--- config.mk ---
export PLATFORM = sky130hd
export DESIGN_NAME = gregorian_date_add_and_difference_top
export DESIGN_NICKNAME = d
export VERILOG_FILES = /design/src/rtl/core/gdad_pkg.sv /design/src/rtl/core/gdad_datapath.sv /design/src/rtl/core/gdad_ctrl.sv /design/src/rtl/core/gregorian_date_add_and_difference_top.sv
export SDC_FILE = /design/constraint.sdc
export NUM_CORES = 1
export LEC_CHECK = 0
export ABC_AREA = 1
export BUFFER_PORTS_ARGS = -buffer_cell sky130_fd_sc_hd__buf_2
export CAP_MARGIN = 40
export CORE_UTILIZATION = 55
export CTS_BUF_LIST = sky130_fd_sc_hd__clkbuf_4
export CTS_CLUSTER_DIAMETER = 80
export DETAILED_ROUTE_END_ITERATION = 16
export GPL_ROUTABILITY_DRIVEN = 1
export PLACE_DENSITY = 0.85
export SLEW_MARGIN = 20
export SYNTH_ARGS = -nofsm -noshare
export SYNTH_HDL_FRONTEND = slang
export SYNTH_SLANG_ARGS = --single-unit
--- constraint.sdc ---
create_clock -name clock -period 5.5 [get_ports clock]
set_input_delay 0.825 -clock clock [delete_from_list [all_inputs] [get_ports clock]]
set_output_delay 0.825 -clock clock [all_outputs]
set_load 0.1 [all_outputs]
--- src/rtl/core/gdad_pkg.sv ---
// shared types, constants and calendar helpers for the date add and difference block
package gdad_pkg;

   // field widths
   localparam int DAY_W   = 5;
   localparam int MONTH_W = 4;
   localparam int YEAR_W  = 14;
   localparam int COUNT_W = 20;
   localparam int DIFF_W  = 22;
   localparam int STAT_W  = 2;
   // day number from 1/1/0, covers the last year plus the largest day count
   localparam int DNUM_W  = 23;

   // last year a valid date may carry
   localparam logic [YEAR_W-1:0] MAX_YEAR = 14'd9999;

   // largest reported difference
   localparam logic [DNUM_W-1:0] DIFF_MAX = {1'b0, {DIFF_W{1'b1}}};

   // status codes
   localparam logic [STAT_W-1:0] STATUS_OK         = 2'd0;
   localparam logic [STAT_W-1:0] STATUS_BAD_FIRST  = 2'd1;
   localparam logic [STAT_W-1:0] STATUS_BAD_SECOND = 2'd2;
   localparam logic [STAT_W-1:0] STATUS_OVERFLOW   = 2'd3;

   // operation modes
   localparam logic MODE_ADD  = 1'b0;
   localparam logic MODE_DIFF = 1'b1;

   // controller states
   typedef enum logic [3:0] {
      ST_IDLE,
      ST_WALK_YEAR1,
      ST_WALK_MONTH1,
      ST_CHECK1,
      ST_SAVE,
      ST_WALK_YEAR2,
      ST_WALK_MONTH2,
      ST_CHECK2,
      ST_DIFF,
      ST_SPLIT_YEAR,
      ST_SPLIT_MONTH,
      ST_FINISH
   } state_type;

   // which result the datapath records
   typedef enum logic [2:0] {
      RES_NONE,
      RES_BAD_FIRST,
      RES_BAD_SECOND,
      RES_OVERFLOW,
      RES_DATE,
      RES_DIFF
   } res_sel_type;

   // controller to datapath commands
   typedef struct packed {
      logic        load;
      logic        clear;
      logic        sel_second;
      logic        year_add;
      logic        month_add;
      logic        offset;
      logic        save_first;
      logic        year_sub;
      logic        month_sub;
      res_sel_type res_sel;
      logic        out_load;
   } cmd_type;

   // datapath to controller status
   typedef struct packed {
      logic mode;
      logic year_hit;
      logic month_hit;
      logic date_ok;
      logic year_more;
      logic year_last;
      logic month_more;
   } stat_type;

   // length of a month, zero for a month code outside 1 to 12
   function automatic logic [DAY_W-1:0] month_length(input logic [MONTH_W-1:0] m,
                                                     input logic leap);
      logic [DAY_W-1:0] len;
      case (m)
         4'd1, 4'd3, 4'd5, 4'd7, 4'd8, 4'd10, 4'd12: len = 5'd31;
         4'd4, 4'd6, 4'd9, 4'd11:                     len = 5'd30;
         4'd2:                                        len = leap ? 5'd29 : 5'd28;
         default:                                     len = 5'd0;
      endcase
      return len;
   endfunction

endpackage

--- src/rtl/core/gdad_datapath.sv ---
// datapath: captured item, year and month walker, day number accumulator, results
module gdad_datapath
   import gdad_pkg::*;
(
   input  logic                 clock,
   input  logic                 reset,
   input  cmd_type              cmd,
   output stat_type             stat,
   input  logic [71:0]          req_tdata,
   input  logic                 req_tuser,
   output logic [47:0]          rsp_tdata
);

   // captured item
   logic               mode_ff;
   logic [DAY_W-1:0]   day1_ff, day2_ff;
   logic [MONTH_W-1:0] month1_ff, month2_ff;
   logic [YEAR_W-1:0]  year1_ff, year2_ff;
   logic [COUNT_W-1:0] count_ff;

   // walker
   logic [YEAR_W-1:0]  yr_ff, yr_in;
   logic [6:0]         c100_ff, c100_in;
   logic [1:0]         cent_ff, cent_in;
   logic [MONTH_W-1:0] mon_ff, mon_in;
   logic [DNUM_W-1:0]  acc_ff, acc_in;
   logic [DNUM_W-1:0]  first_ff;

   // pending result and output register
   logic [DAY_W-1:0]   res_day_ff, res_day_in;
   logic [MONTH_W-1:0] res_month_ff, res_month_in;
   logic [YEAR_W-1:0]  res_year_ff, res_year_in;
   logic [DIFF_W-1:0]  res_diff_ff, res_diff_in;
   logic [STAT_W-1:0]  res_stat_ff, res_stat_in;
   logic [47:0]        out_ff;

   logic               leap;
   logic [8:0]         year_len;
   logic [DAY_W-1:0]   mon_len;
   logic [DAY_W-1:0]   tgt_day;
   logic [MONTH_W-1:0] tgt_month;
   logic [YEAR_W-1:0]  tgt_year;
   logic [DAY_W-1:0]   tgt_len;
   logic [DNUM_W-1:0]  add_count;
   logic [DNUM_W-1:0]  abs_diff;
   logic [YEAR_W-1:0]  yr_next;
   logic [6:0]         c100_next;
   logic [1:0]         cent_next;

   // leap rule from the walker's residues
   assign leap     = (yr_ff[1:0] == 2'd0) && ((c100_ff != 7'd0) || (cent_ff == 2'd0));
   assign year_len = leap ? 9'd366 : 9'd365;
   assign mon_len  = month_length(mon_ff, leap);

   // date under test
   assign tgt_day   = cmd.sel_second ? day2_ff : day1_ff;
   assign tgt_month = cmd.sel_second ? month2_ff : month1_ff;
   assign tgt_year  = cmd.sel_second ? year2_ff : year1_ff;
   assign tgt_len   = month_length(tgt_month, leap);
   assign add_count = (mode_ff == MODE_ADD && !cmd.sel_second)
                    ? {{(DNUM_W-COUNT_W){1'b0}}, count_ff} : '0;

   // next year and its residues
   assign yr_next   = yr_ff + 14'd1;
   assign c100_next = (c100_ff == 7'd99) ? 7'd0 : c100_ff + 7'd1;
   assign cent_next = (c100_ff == 7'd99) ? cent_ff + 2'd1 : cent_ff;

   // status to controller
   assign stat.mode       = mode_ff;
   assign stat.year_hit   = (yr_ff == tgt_year);
   assign stat.month_hit  = (mon_ff >= tgt_month) || (mon_ff == 4'd12);
   assign stat.date_ok    = (tgt_year <= MAX_YEAR) && (tgt_day != 5'd0) && (tgt_day <= tgt_len);
   assign stat.year_more  = (acc_ff >= {{(DNUM_W-9){1'b0}}, year_len});
   assign stat.year_last  = (yr_ff == MAX_YEAR);
   assign stat.month_more = (mon_ff < 4'd12) &&
                            (acc_ff >= {{(DNUM_W-DAY_W){1'b0}}, mon_len});

   assign abs_diff = (first_ff > acc_ff) ? first_ff - acc_ff : acc_ff - first_ff;

   // walker next values
   always_comb begin
      yr_in   = yr_ff;
      c100_in = c100_ff;
      cent_in = cent_ff;
      mon_in  = mon_ff;
      acc_in  = acc_ff;
      if (cmd.clear) begin
         yr_in   = '0;
         c100_in = '0;
         cent_in = '0;
         mon_in  = 4'd1;
         acc_in  = '0;
      end else if (cmd.offset) begin
         yr_in   = '0;
         c100_in = '0;
         cent_in = '0;
         mon_in  = 4'd1;
         acc_in  = acc_ff + {{(DNUM_W-DAY_W){1'b0}}, tgt_day} - 23'd1 + add_count;
      end else if (cmd.year_add || cmd.year_sub) begin
         yr_in   = yr_next;
         c100_in = c100_next;
         cent_in = cent_next;
         acc_in  = cmd.year_add ? acc_ff + {{(DNUM_W-9){1'b0}}, year_len}
                                : acc_ff - {{(DNUM_W-9){1'b0}}, year_len};
      end else if (cmd.month_add || cmd.month_sub) begin
         mon_in = mon_ff + 4'd1;
         acc_in = cmd.month_add ? acc_ff + {{(DNUM_W-DAY_W){1'b0}}, mon_len}
                                : acc_ff - {{(DNUM_W-DAY_W){1'b0}}, mon_len};
      end
   end

   // result selection
   always_comb begin
      res_day_in   = res_day_ff;
      res_month_in = res_month_ff;
      res_year_in  = res_year_ff;
      res_diff_in  = res_diff_ff;
      res_stat_in  = res_stat_ff;
      case (cmd.res_sel)
         RES_NONE: begin
         end
         RES_BAD_FIRST, RES_BAD_SECOND, RES_OVERFLOW: begin
            res_day_in   = '0;
            res_month_in = '0;
            res_year_in  = '0;
            res_diff_in  = '0;
            res_stat_in  = (cmd.res_sel == RES_BAD_FIRST)  ? STATUS_BAD_FIRST :
                           (cmd.res_sel == RES_BAD_SECOND) ? STATUS_BAD_SECOND :
                                                             STATUS_OVERFLOW;
         end
         RES_DATE: begin
            res_day_in   = acc_ff[DAY_W-1:0] + 5'd1;
            res_month_in = mon_ff;
            res_year_in  = yr_ff;
            res_diff_in  = '0;
            res_stat_in  = STATUS_OK;
         end
         RES_DIFF: begin
            res_day_in   = '0;
            res_month_in = '0;
            res_year_in  = '0;
            res_diff_in  = (abs_diff > DIFF_MAX) ? DIFF_MAX[DIFF_W-1:0]
                                                 : abs_diff[DIFF_W-1:0];
            res_stat_in  = STATUS_OK;
         end
         default: begin
         end
      endcase
   end

   // item capture on input transfer
   always_ff @(posedge clock) begin
      if (cmd.load) begin
         mode_ff   <= req_tuser;
         day1_ff   <= req_tdata[4:0];
         month1_ff <= req_tdata[8:5];
         year1_ff  <= req_tdata[22:9];
         day2_ff   <= req_tdata[27:23];
         month2_ff <= req_tdata[31:28];
         year2_ff  <= req_tdata[45:32];
         count_ff  <= req_tdata[65:46];
      end
   end

   // walker and result registers
   always_ff @(posedge clock) begin
      if (reset) begin
         yr_ff   <= '0;
         c100_ff <= '0;
         cent_ff <= '0;
         mon_ff  <= 4'd1;
      end else begin
         yr_ff   <= yr_in;
         c100_ff <= c100_in;
         cent_ff <= cent_in;
         mon_ff  <= mon_in;
      end
   end

   always_ff @(posedge clock) begin
      acc_ff       <= acc_in;
      res_day_ff   <= res_day_in;
      res_month_ff <= res_month_in;
      res_year_ff  <= res_year_in;
      res_diff_ff  <= res_diff_in;
      res_stat_ff  <= res_stat_in;
      if (cmd.save_first) begin
         first_ff <= acc_ff;
      end
      if (cmd.out_load) begin
         out_ff <= {1'b0, res_stat_ff, res_diff_ff, res_year_ff, res_month_ff, res_day_ff};
      end
   end

   assign rsp_tdata = out_ff;

endmodule

--- src/rtl/core/gdad_ctrl.sv ---
// controller: sequences the walks, checks and result handoff
module gdad_ctrl
   import gdad_pkg::*;
(
   input  logic     clock,
   input  logic     reset,
   input  logic     req_tvalid,
   output logic     req_tready,
   output logic     rsp_tvalid,
   input  logic     rsp_tready,
   input  stat_type stat,
   output cmd_type  cmd
);

   state_type state_ff, state_in;
   logic      rsp_valid_ff, rsp_valid_in;

   // state and output valid registers
   always_ff @(posedge clock) begin
      if (reset) begin
         state_ff     <= ST_IDLE;
         rsp_valid_ff <= 1'b0;
      end else begin
         state_ff     <= state_in;
         rsp_valid_ff <= rsp_valid_in;
      end
   end

   // next state and commands
   always_comb begin
      state_in   = state_ff;
      cmd        = '0;
      cmd.res_sel = RES_NONE;
      req_tready = 1'b0;
      case (state_ff)
         ST_IDLE: begin
            req_tready = 1'b1;
            if (req_tvalid) begin
               cmd.load  = 1'b1;
               cmd.clear = 1'b1;
               state_in  = ST_WALK_YEAR1;
            end
         end
         ST_WALK_YEAR1: begin
            if (stat.year_hit) begin
               state_in = ST_WALK_MONTH1;
            end else begin
               cmd.year_add = 1'b1;
            end
         end
         ST_WALK_MONTH1: begin
            if (stat.month_hit) begin
               state_in = ST_CHECK1;
            end else begin
               cmd.month_add = 1'b1;
            end
         end
         ST_CHECK1: begin
            if (!stat.date_ok) begin
               cmd.res_sel = RES_BAD_FIRST;
               state_in    = ST_FINISH;
            end else begin
               cmd.offset = 1'b1;
               state_in   = (stat.mode == MODE_ADD) ? ST_SPLIT_YEAR : ST_SAVE;
            end
         end
         ST_SAVE: begin
            cmd.save_first = 1'b1;
            cmd.clear      = 1'b1;
            state_in       = ST_WALK_YEAR2;
         end
         ST_WALK_YEAR2: begin
            cmd.sel_second = 1'b1;
            if (stat.year_hit) begin
               state_in = ST_WALK_MONTH2;
            end else begin
               cmd.year_add = 1'b1;
            end
         end
         ST_WALK_MONTH2: begin
            cmd.sel_second = 1'b1;
            if (stat.month_hit) begin
               state_in = ST_CHECK2;
            end else begin
               cmd.month_add = 1'b1;
            end
         end
         ST_CHECK2: begin
            cmd.sel_second = 1'b1;
            if (!stat.date_ok) begin
               cmd.res_sel = RES_BAD_SECOND;
               state_in    = ST_FINISH;
            end else begin
               cmd.offset = 1'b1;
               state_in   = ST_DIFF;
            end
         end
         ST_DIFF: begin
            cmd.res_sel = RES_DIFF;
            state_in    = ST_FINISH;
         end
         ST_SPLIT_YEAR: begin
            if (stat.year_more) begin
               if (stat.year_last) begin
                  cmd.res_sel = RES_OVERFLOW;
                  state_in    = ST_FINISH;
               end else begin
                  cmd.year_sub = 1'b1;
               end
            end else begin
               state_in = ST_SPLIT_MONTH;
            end
         end
         ST_SPLIT_MONTH: begin
            if (stat.month_more) begin
               cmd.month_sub = 1'b1;
            end else begin
               cmd.res_sel = RES_DATE;
               state_in    = ST_FINISH;
            end
         end
         ST_FINISH: begin
            if (!rsp_valid_ff || rsp_tready) begin
               cmd.out_load = 1'b1;
               state_in     = ST_IDLE;
            end
         end
         default: begin
            state_in = ST_IDLE;
         end
      endcase
   end

   // output register valid
   always_comb begin
      if (cmd.out_load) begin
         rsp_valid_in = 1'b1;
      end else if (rsp_tready) begin
         rsp_valid_in = 1'b0;
      end else begin
         rsp_valid_in = rsp_valid_ff;
      end
   end

   assign rsp_tvalid = rsp_valid_ff;

endmodule

--- src/rtl/core/gregorian_date_add_and_difference_top.sv ---
// top level of the gregorian date add and difference block
//
//   channel | direction | ports                     | contents
//   req     | in        | req_tvalid/tready/tdata/tuser | two dates, day count; tuser = mode
//   rsp     | out       | rsp_tvalid/tready/tdata   | result date, difference, status
//
// one item at a time; dates become day numbers by stepping a year and month walker,
// one year or one month per cycle through the shared accumulator
// add: walks the years and months of the first date, then splits the sum into result years and months
// difference: walks the years and months of both dates, then takes the absolute difference
// a new item is taken while the previous result waits in the output register
// reset is synchronous and clears the controller and output valid
module gregorian_date_add_and_difference_top
   import gdad_pkg::*;
(
   input  logic        clock,
   input  logic        reset,
   input  logic        req_tvalid,
   output logic        req_tready,
   // first_day, first_month, first_year, second_day, second_month, second_year,
   // day_count, zero fill
   input  logic [71:0] req_tdata,
   // mode
   input  logic        req_tuser,
   output logic        rsp_tvalid,
   input  logic        rsp_tready,
   // result_day, result_month, result_year, day_difference, status, zero fill
   output logic [47:0] rsp_tdata
);

   cmd_type  cmd;
   stat_type stat;

   // sequencer
   gdad_ctrl u_ctrl (
      .clock      (clock),
      .reset      (reset),
      .req_tvalid (req_tvalid),
      .req_tready (req_tready),
      .rsp_tvalid (rsp_tvalid),
      .rsp_tready (rsp_tready),
      .stat       (stat),
      .cmd        (cmd)
   );

   // walker and result datapath
   gdad_datapath u_datapath (
      .clock     (clock),
      .reset     (reset),
      .cmd       (cmd),
      .stat      (stat),
      .req_tdata (req_tdata),
      .req_tuser (req_tuser),
      .rsp_tdata (rsp_tdata)
   );

endmodule
Word-level counts from Yosys, hierarchy flattened
Index checks and enable logic that the tools add are counted.
{"block": "classes", "n_bitwise": 2, "muxes": 63, "n_eq_ne": 51, "n_lt_le_gt_ge": 8, "reduce_logical": 38, "addsub": 14}
{"op": "$mux W23", "count": 6}
{"op": "$eq A4 B4 Y1 const B", "count": 14}
{"op": "$eq A4 B3 Y1 const B", "count": 12}
{"op": "$mux W4", "count": 12}
{"op": "$pmux W4 S12", "count": 1}
{"op": "$add A23 B5 Y23", "count": 2}
{"op": "$sub A23 B23 Y23", "count": 2}
{"op": "$pmux W22 S2", "count": 1}
{"op": "$pmux W5 S3", "count": 2}
{"op": "$pmux W14 S2", "count": 1}
{"op": "$eq A4 B2 Y1 const B", "count": 6}
{"op": "$add A23 B23 Y23", "count": 1}
{"op": "$add A23 B9 Y23", "count": 1}
{"op": "$ge A23 B5 Y1", "count": 1}
{"op": "$ge A23 B9 Y1", "count": 1}
{"op": "$gt A23 B22 Y1 const B", "count": 1}
{"op": "$gt A23 B23 Y1", "count": 1}
{"op": "$sub A23 B1 Y23 const B", "count": 1}
{"op": "$sub A23 B5 Y23", "count": 1}
{"op": "$sub A23 B9 Y23", "count": 1}
{"op": "$mux W1", "count": 22}
{"op": "$mux W22", "count": 1}
{"op": "$mux W20", "count": 1}
{"op": "$reduce_or A4 Y1", "count": 4}
{"op": "44 further kinds", "count": 80}
{"block": "totals", "input_bits": 77, "output_inout_bits": 50, "reg_bits": 239, "word_cells": 198}

Logic depth before layout (Yosys ltp)
Gate-level depths: netlist (run 1).
{"block": "depth", "ltp_word": 15, "mapped_depth": 29, "depth_no_buf": 28}

Modules after synthesis
A second synthesis (run 1) with hierarchy kept.
{"block": "hier_totals", "hier_cells": 2210, "hier_area_um2": 17006.3}
{"module": "gdad_datapath", "seq_area_each_um2": 6526.3, "cells_each": 2111, "n_inst": 1, "area_per_inst_um2": 16488.3}
{"module": "gdad_ctrl", "seq_area_each_um2": 100.1, "cells_each": 99, "n_inst": 1, "area_per_inst_um2": 518.0}

Worst setup path before layout (run 1)
Ideal clock, no wire load.
{"block": "synth_path", "path_type": "flip-flop to flip-flop", "startpoint": "register u_ctrl.state_ff[0]", "endpoint": "register u_datapath.c100_ff[3]", "t_required_ns": 5.368, "period_less_slack_ns": 6.055, "n_path_buf": 2, "slack_ns": -0.555, "t_arrival_ns": 5.923, "setup_time_ns": 0.132, "stages_incl_launch_ff": 11, "cell_sequence": "dfxtp_1 -> inv_1 -> nand2_2 -> buf_2 -> nor2_1 -> inv_1 -> nor2_1 -> nor2_1 -> nand3_1 -> clkbuf_1 -> nor3_1"}
{"block": "synth_between", "elab_chain_len": 12, "word_cells_on_any_way": 44, "classes_between": "order compare: 2; eq/ne: 20; mux: 11; reduce/logical: 11"}
{"element": "start: declaration", "line_no": "gdad_ctrl.sv:15", "rtl": "state_type state_ff, state_in;"}
{"element": "start signal: assignment", "line_no": "gdad_ctrl.sv:24", "rtl": "state_ff <= state_in;"}
{"element": "$eq A4 B3 Y1", "line_no": "gdad_ctrl.sv:35", "rtl": "case (state_ff)"}
{"element": "$reduce_or A3 Y1 (no source line)"}
{"element": "$mux W1", "line_no": "gdad_ctrl.sv:35"}
{"element": "$mux W4", "line_no": "gdad_datapath.sv:57", "rtl": "assign tgt_month = cmd.sel_second ? month2_ff : month1_ff;"}
{"element": "$eq A4 B1 Y1 (tied with other cells)", "line_no": "gdad_pkg.sv:86", "rtl": "case (m)"}
{"element": "$reduce_or A7 Y1 / $reduce_or A4 Y1 (equally long branches)", "line_no": "gdad_pkg.sv:86"}
{"element": "$pmux W5 S3", "line_no": "gdad_pkg.sv:86"}
{"element": "$le A5 B5 Y1", "line_no": "gdad_datapath.sv:72", "rtl": "assign stat.date_ok = (tgt_year <= MAX_YEAR) && (tgt_day != 5'd0) && (tgt_day <= tgt_len);"}
{"element": "$logic_and A1 B1 Y1", "line_no": "gdad_datapath.sv:72"}
{"element": "$mux W1", "line_no": "gdad_ctrl.sv:59, gdad_ctrl.sv:90"}
{"element": "$mux W1"}
{"element": "$reduce_or A3 Y1 (no source line)"}
{"element": "end signal: assignment", "line_no": "gdad_datapath.sv:174", "rtl": "c100_ff <= c100_in;"}
{"element": "end: declaration", "line_no": "gdad_datapath.sv:23", "rtl": "logic [6:0] c100_ff, c100_in;"}
Parallel ways exist; a longest one is shown, timed or not.
A chain may end at the register's enable or synchronous reset.

Worst setup path after layout (run 1)
{"block": "layout_path", "startpoint": "register u_ctrl.state_ff[1]", "endpoint": "register u_datapath.acc_ff[3]"}
{"block": "layout_between", "elab_chain_len": 12, "word_cells_on_any_way": 64, "classes_between": "add/sub: 3; order compare: 3; eq/ne: 22; mux: 20; reduce/logical: 16"}
{"element": "branches (longest 12 deep; another with $add A23 B5 Y23)"}
{"element": "end signal: assignment", "line_no": "gdad_datapath.sv:181", "rtl": "acc_ff <= acc_in;"}
{"element": "end: declaration", "line_no": "gdad_datapath.sv:26", "rtl": "logic [DNUM_W-1:0] acc_ff, acc_in;"}
Parallel ways; which one is timed is not known. The select of a mux whose other input is x is not followed.

==> impl_metrics.json, run 1 <==
{
  "fp-row-count": 65,
  "antenna_found_initial": 2,
  "cts_tree": "done",
  "drc": 0,
  "cp-endpoint": "u_datapath.acc_ff[3]",
  "cts_buffers": 67,
  "reg2reg_depth": 20,
  "wirelength_um": 50600,
  "grt_max_degree": 68,
  "start_util": 0.561,
  "setup_ws_ps": 442,
  "die_height_um": 182,
  "drive_gt1_frac": 0.118,
  "yosysTopAreaCell": "edfxtp_1",
  "tns_ps": 0,
  "slew_viol_final": 0,
  "ys_seq_area_frac": 0.373,
  "synth_cells": 2354,
  "post_cts_resized": 0,
  "rsz0062_at_grt": "no",
  "cpMostUsedCell": "a21oi_1",
  "power.share.clock": 0.147,
  "dp.final_hpwl_um": 39100,
  "place_worst_setup_slack_ps": 686,
  "grt-ovfl-total": 0,
  "cp-end-kind": "flop",
  "avgSynthCellArea_um2": 7.54,
  "setup_violations": 0,
  "die_area_mm2": 0.0330,
  "criticalPathCategory": "reg -> reg",
  "root_buffer": "clkbuf_4",
  "ys_ff_latch": 239,
  "clockBufferDepth": 3,
  "p_per_area_mw_per_mm2": 605,
  "seqPwrFrac": 0.233,
  "vias_per_cell": 5.61,
  "rr_endpoint": "u_datapath.acc_ff[3]",
  "async_reset_ff_frac": 0,
  "worstHoldPathType": "in -> reg",
  "synth_fp_nets": 2581,
  "ir_drop_mv": 0.477,
  "firstDrtPassIters": 8,
  "synth_area_mm2": 0.0177,
  "globalRouteTotalUtil": 0.306,
  "die_x_um": 182,
  "vias": 16600,
  "r2r-start": "u_ctrl.state_ff[1]",
  "yosysWarnings": 0,
  "grt_pass1_wl_um": 78900,
  "clk_pin_slew_ps": 60,
  "synth_area_leaders": "edfxtp_1, nand2_1, ha_1",
  "slew_headroom": 0.478,
  "r2r_setup_slack_ps": 440,
  "p_sw_frac": 0.508,
  "yosys_most_used_dff": "edfxtp_1",
  "max_freq_ghz": 0.198,
  "synth_edf_count": 184,
  "io_buffers": 119,
  "max_cap_viol_count": 0,
  "comb_power_share": 0.621,
  "cts_max_level": 3,
  "wl_per_cell_um": 17.1,
  "fill_cells": 2811,
  "ys_types": 47,
  "place_congestion": 1.01,
  "min_period_ps": 5060,
  "p_int_w": 0.00587,
  "ioPinCount": 127,
  "startpoint_type": "flop",
  "startpoint": "u_ctrl.state_ff[1]",
  "hold_buffers": 0,
  "dp.cells": 2834,
  "synth_top_area_share": 0.311,
  "p_leak_nw": 9.22,
  "cts_sinks": 239,
  "holdWs_ps": 251,
  "core_area_mm2": 0.0316,
  "status": "completed",
  "clk_latency_ps": 760,
  "slowest_delay_ps": 700,
  "p_sw_w": 0.00605,
  "grt_pass1_vias": 15700,
  "crit_fanout": 29,
  "syn_to_final_growth_pct": 11.0,
  "post_cts_buffers": 0,
  "cp.arrival_ps": 5660,
  "hp-start": "req_tdata[9]",
  "antenna_left": 0,
  "worstPathCellList": "inv_2 > nand2_2 > nand2_2 > o21ai_0 > inv_1 > nand4_1 > a21oi_1 > a21oi_1 > ha_1 > a21oi_1 > o21ai_0 > nor2_1 > a21oi_1 > nor2_1 > nand3_2 > buf_4 > inv_2 > o21ai_0 > nand3_1 > nor2_1",
  "drt_iter0_drc": 1562,
  "tightest_slew_ps": 778,
  "hold_viol_final": 0,
  "finalCritPeriodShare": 0.920,
  "yosys-top-cells-count": "nand2_1, inv_1, nor2_1",
  "layout.cells.non_filler": 2958,
  "yosysMostFrequentCell": "nand2_1",
  "clock_skew_ps": 61.9,
  "slowest_stage": "o21ai_0",
  "layout.nets": 2729,
  "required_ps": 6110
}
==> per-layer routing <==
layer  global-route usage  vias to the layer above  share of wire
met4                0.140                        0          0.043
met1                0.386                     7635           0.42
met5                    0                        -              0
li1                     -                     8058              -
met2                0.498                      743           0.45
met3               0.0720                      145          0.085
==> worst max-delay path: cells and delay by family (launching register included) <==
| kind | cells | cell delay (ps) |
|---|---|---|
| fa+ha+maj | 1 | 310 |
| compound gates | 7 | 1570 |
| simple gates | 8 | 1750 |
| buf+inv | 4 | 800 |
| flops | 1 | 500 |
==> through the flow <==
step | instance area [µm²] | utilization | total power, W
after floorplan | 17700 | - | 0.00814
after global placement | 18700 | 0.592 | 0.00978
after detailed placement | 18700 | 0.592 | 0.00995
after CTS | 19700 | 0.622 | 0.0118
after global routing | 19700 | 0.623 | 0.0129
final | 19700 | 0.623 | 0.0119
==> placed cells by master, fill, tap and decap left out, types with 14 or more instances in the layout <==
| cell type | n |
|---|---|
| o21ai_1 | 28 |
| inv_1 | 273 |
| clkbuf_4 | 101 |
| nand3_1 | 133 |
| nand4_1 | 30 |
| edfxtp_1 | 184 |
| dfxtp_1 | 55 |
| xor2_1 | 122 |
| a21oi_1 | 182 |
| nand2_1 | 645 |
| buf_2 | 119 |
| clkinv_1 | 17 |
| xnor2_1 | 14 |
| nor3_1 | 32 |
| nor2_1 | 225 |
| o21ai_0 | 85 |
| ha_1 | 139 |
| buf_4 | 31 |
==> sequential cells by signal, summed over array words and instances (netlist names), 2 cells and up <==
| signal | flops |
|---|---|
| u_datapath.rsp_tdata | 47 |
| u_datapath.acc_ff | 23 |
| u_datapath.first_ff | 23 |
| u_datapath.res_diff_ff | 22 |
| u_datapath.count_ff | 20 |
| u_datapath.res_year_ff | 14 |
| u_datapath.year1_ff | 14 |
| u_datapath.year2_ff | 14 |
| u_datapath.yr_ff | 14 |
| u_datapath.c100_ff | 7 |
| u_datapath.day1_ff | 5 |
| u_datapath.day2_ff | 5 |
| u_datapath.res_day_ff | 5 |
| u_ctrl.state_ff | 4 |
| u_datapath.mon_ff | 4 |
| u_datapath.month1_ff | 4 |
| u_datapath.month2_ff | 4 |
| u_datapath.res_month_ff | 4 |
| u_datapath.cent_ff | 2 |
| u_datapath.res_stat_ff | 2 |
==> power groups by stage <==
stage	Combinational, W	Sequential (W)	Clock (W)
CTS	0.00724	0.00276	0.00179
detailed placement	0.00716	0.00279	0
global placement	0.00700	0.00277	0
finish	0.00740	0.00277	0.00175
global route	0.00825	0.00280	0.00189
floorplan	0.00544	0.00270	0
==> how the worst min path moves through the flow <==
stage | slack, ps | depth (start not counted) | to
CTS | 200 | 1 | u_datapath.year1_ff[0]
global placement | 400 | 0 | u_datapath.rsp_tdata[45]
global route | 190 | 1 | u_datapath.year1_ff[0]
detailed placement | 400 | 0 | u_datapath.rsp_tdata[10]
finish | 250 | 1 | u_datapath.year1_ff[0]
floorplan | 400 | 0 | u_datapath.rsp_tdata[0]
==> final cells by class <==
class                      count  area [µm²]  share of cell area
sequential                   239        6630               0.336
clock buffer                 101         758              0.0385
timing repair buffer         153         871              0.0442
multi-input combinational   1753        9690               0.492
clock inverter                19         165             0.00838
inverter                     288        1080              0.0549
tap                          402         503              0.0255
antenna                        3        7.51            0.000381
==> logic make-up after synthesis <==
logic type      count (synthesis)  share of synthesized area
xor+xnor                      136                     0.0671
compound gates                355                      0.108
buf+inv                       362                     0.0817
other cells                     1                   0.000211
flops                         239                      0.373
simple gates                 1111                      0.259
fa+ha+maj                     150                      0.110
Note: power is estimated with default switching activity, not from simulation.
==> inputs of run 2 (changes only) <==
CTS_BUF_LIST = sky130_fd_sc_hd__clkbuf_8   (was sky130_fd_sc_hd__clkbuf_4)
==> run 2 against run 1 <==
Flip-flop and latch count did not move. Setup slack improved by 14 ps. Total power decreased by 1.4%. Routed wire length is 0.62% lower. Clock skew decreased by 22 ps. Critical endpoint is now u_datapath.acc_ff[4]. Largest power group unchanged. Highest routed layer unchanged.
==> impl_metrics.json, run 2 (synthesized netlist as in run 1, its figures left out) <==
{
  "status": "completed",
  "finalCritPeriodShare": 0.917,
  "cts_buffers": 42,
  "grt_max_degree": 68,
  "drc": 0,
  "grt_pass1_vias": 15400,
  "syn_to_final_growth_pct": 10.4,
  "grt_busiest_layer": "met2",
  "rsz0062_at_grt": "no",
  "tightest_slew_ps": 784,
  "setup_violations": 0,
  "max_freq_ghz": 0.198,
  "grt_use_met1": 0.385,
  "cts_max_level": 2,
  "io_buffers": 119,
  "p_total_w": 0.0117,
  "grt-ovfl-total": 0,
  "drive_gt1_frac": 0.0988,
  "post_cts_resized": 0,
  "vias": 16300,
  "root_buffer": "clkbuf_8",
  "antenna_left": 0,
  "start_util": 0.561,
  "tns_ps": 0,
  "firstDrtPassIters": 6,
  "die_x_um": 182,
  "final_common_cell": "nand2_1",
  "ioPinCount": 127,
  "vias_per_cell": 5.59,
  "clk_latency_ps": 610,
  "place_congestion": 1.01,
  "fill_cells": 2839,
  "startpoint_type": "flop",
  "grt_pass1_wl_um": 78300,
  "antenna_found_initial": 0,
  "clockBufferDepth": 3,
  "antenna_cells_inserted": 0,
  "use_met2": 0.499,
  "hold_buffers": 0,
  "core_area_mm2": 0.0316,
  "slew_headroom": 0.477,
  "final_cell_mix": "nand2_1, inv_1, nor2_1, edfxtp_1, a21oi_1",
  "layout.nets": 2704,
  "cp.arrival_ps": 5500,
  "p_per_area_mw_per_mm2": 600,
  "cts_sinks": 239,
  "cp-end-kind": "flop",
  "clk_pin_slew_ps": 60,
  "ir_drop_mv": 0.570,
  "required_ps": 5950,
  "p_leak_nw": 9.10,
  "largest_register_ffs": 47,
  "die_height_um": 182,
  "dp.final_hpwl_um": 39100,
  "wl_per_cell_um": 17.3,
  "globalRouteTotalUtil": 0.303,
  "slew_viol_final": 0,
  "fp-row-count": 65,
  "crit_fanout": 29,
  "min_period_ps": 5040,
  "hold_viol_final": 0,
  "worstHoldPathType": "in -> reg",
  "cts_tree": "done",
  "wirelength_um": 50300,
  "max_cap_viol_count": 0,
  "criticalPathCategory": "reg -> reg",
  "drt_iter0_drc": 1531,
  "clock_skew_ps": 40.3,
  "post_cts_buffers": 0,
  "die_area_mm2": 0.0330,
  "grt_use_met3": 0.0608
}
run 2: cell types whose count changed in the layout (fill, tap and decap cells not counted):
cell and change:
bufinv_16 -1, clkbuf_4 -101, clkbuf_8 +42, clkinv_1 +1
clkinv_2 +2, clkinv_8 +1, clkinvlp_4 +5, diode_2 -3
inv_1 +8, inv_2 -1, inv_6 +1
run 2: final cells by class:
type | instances | area, µm² | share of cell area
well taps | 402 | 503 | 0.0257
flip-flops and latches | 239 | 6630 | 0.338
multi-input cells | 1753 | 9690 | 0.495
clock inverters | 35 | 238 | 0.0121
inverters | 288 | 1080 | 0.0552
clock buffers | 42 | 578 | 0.0295
repair buffers | 153 | 871 | 0.0445
run 2: critical path, cell delays in order (launching register included):
cell and delay, ps:
dfxtp_1 460, inv_1 120, nand2_2 300, nand2_2 410, o21ai_0 710, inv_1 160
nand4_1 160, a21oi_1 80, a21oi_1 260, ha_1 300, a21oi_1 180, o21ai_0 130
nor2_1 140, a21oi_1 70, nor2_1 290, nand3_2 270, buf_4 300, inv_2 250
nand3_1 120, nand2_1 100, a21oi_1 70
run 2: stage by stage:
stage / utilization / std cells / hold slack, ps / cell area (µm²) / setup WS (ps)
2_1_floorplan: - / 2354 / 400 / 17700 / 597
3_3_place_gp: 0.592 / 2832 / 402 / 18700 / 910
3_5_place_dp: 0.592 / 2834 / 405 / 18700 / 686
4_1_cts: 0.618 / 2911 / 367 / 19600 / 657
5_1_grt: 0.619 / 2912 / 377 / 19600 / 126
6_report: 0.619 / 2912 / 398 / 19600 / 457
run 2: path summary, 6_finish.rpt:
kind	endpoint	slack (ps)	start	depth (start not counted)
max reg2reg	u_datapath.acc_ff[4]	460	u_ctrl.state_ff[0]	20
max	u_datapath.acc_ff[4]	460	u_ctrl.state_ff[0]	20
min	u_datapath.year1_ff[0]	400	req_tdata[9]	1
min reg2reg	u_datapath.rsp_tdata[42]	420	u_datapath.res_diff_ff[19]	0
run 2: power breakdown:
group          leakage, nW  internal (W)  switching, W
registers             2.16       0.00245      0.000319
clock network        0.423      0.000825      0.000760
logic                 6.52       0.00243       0.00496
total                 9.10       0.00570       0.00604
run 2: routing by layer:
metal / part of all wire / wire (µm) / up-vias
met5: 0 / 0 / -
met2: 0.46 / 22900 / 697
met3: 0.088 / 4420 / 110
met4: 0.039 / 1970 / 0
li1: - / - / 7988
met1: 0.42 / 21000 / 7477
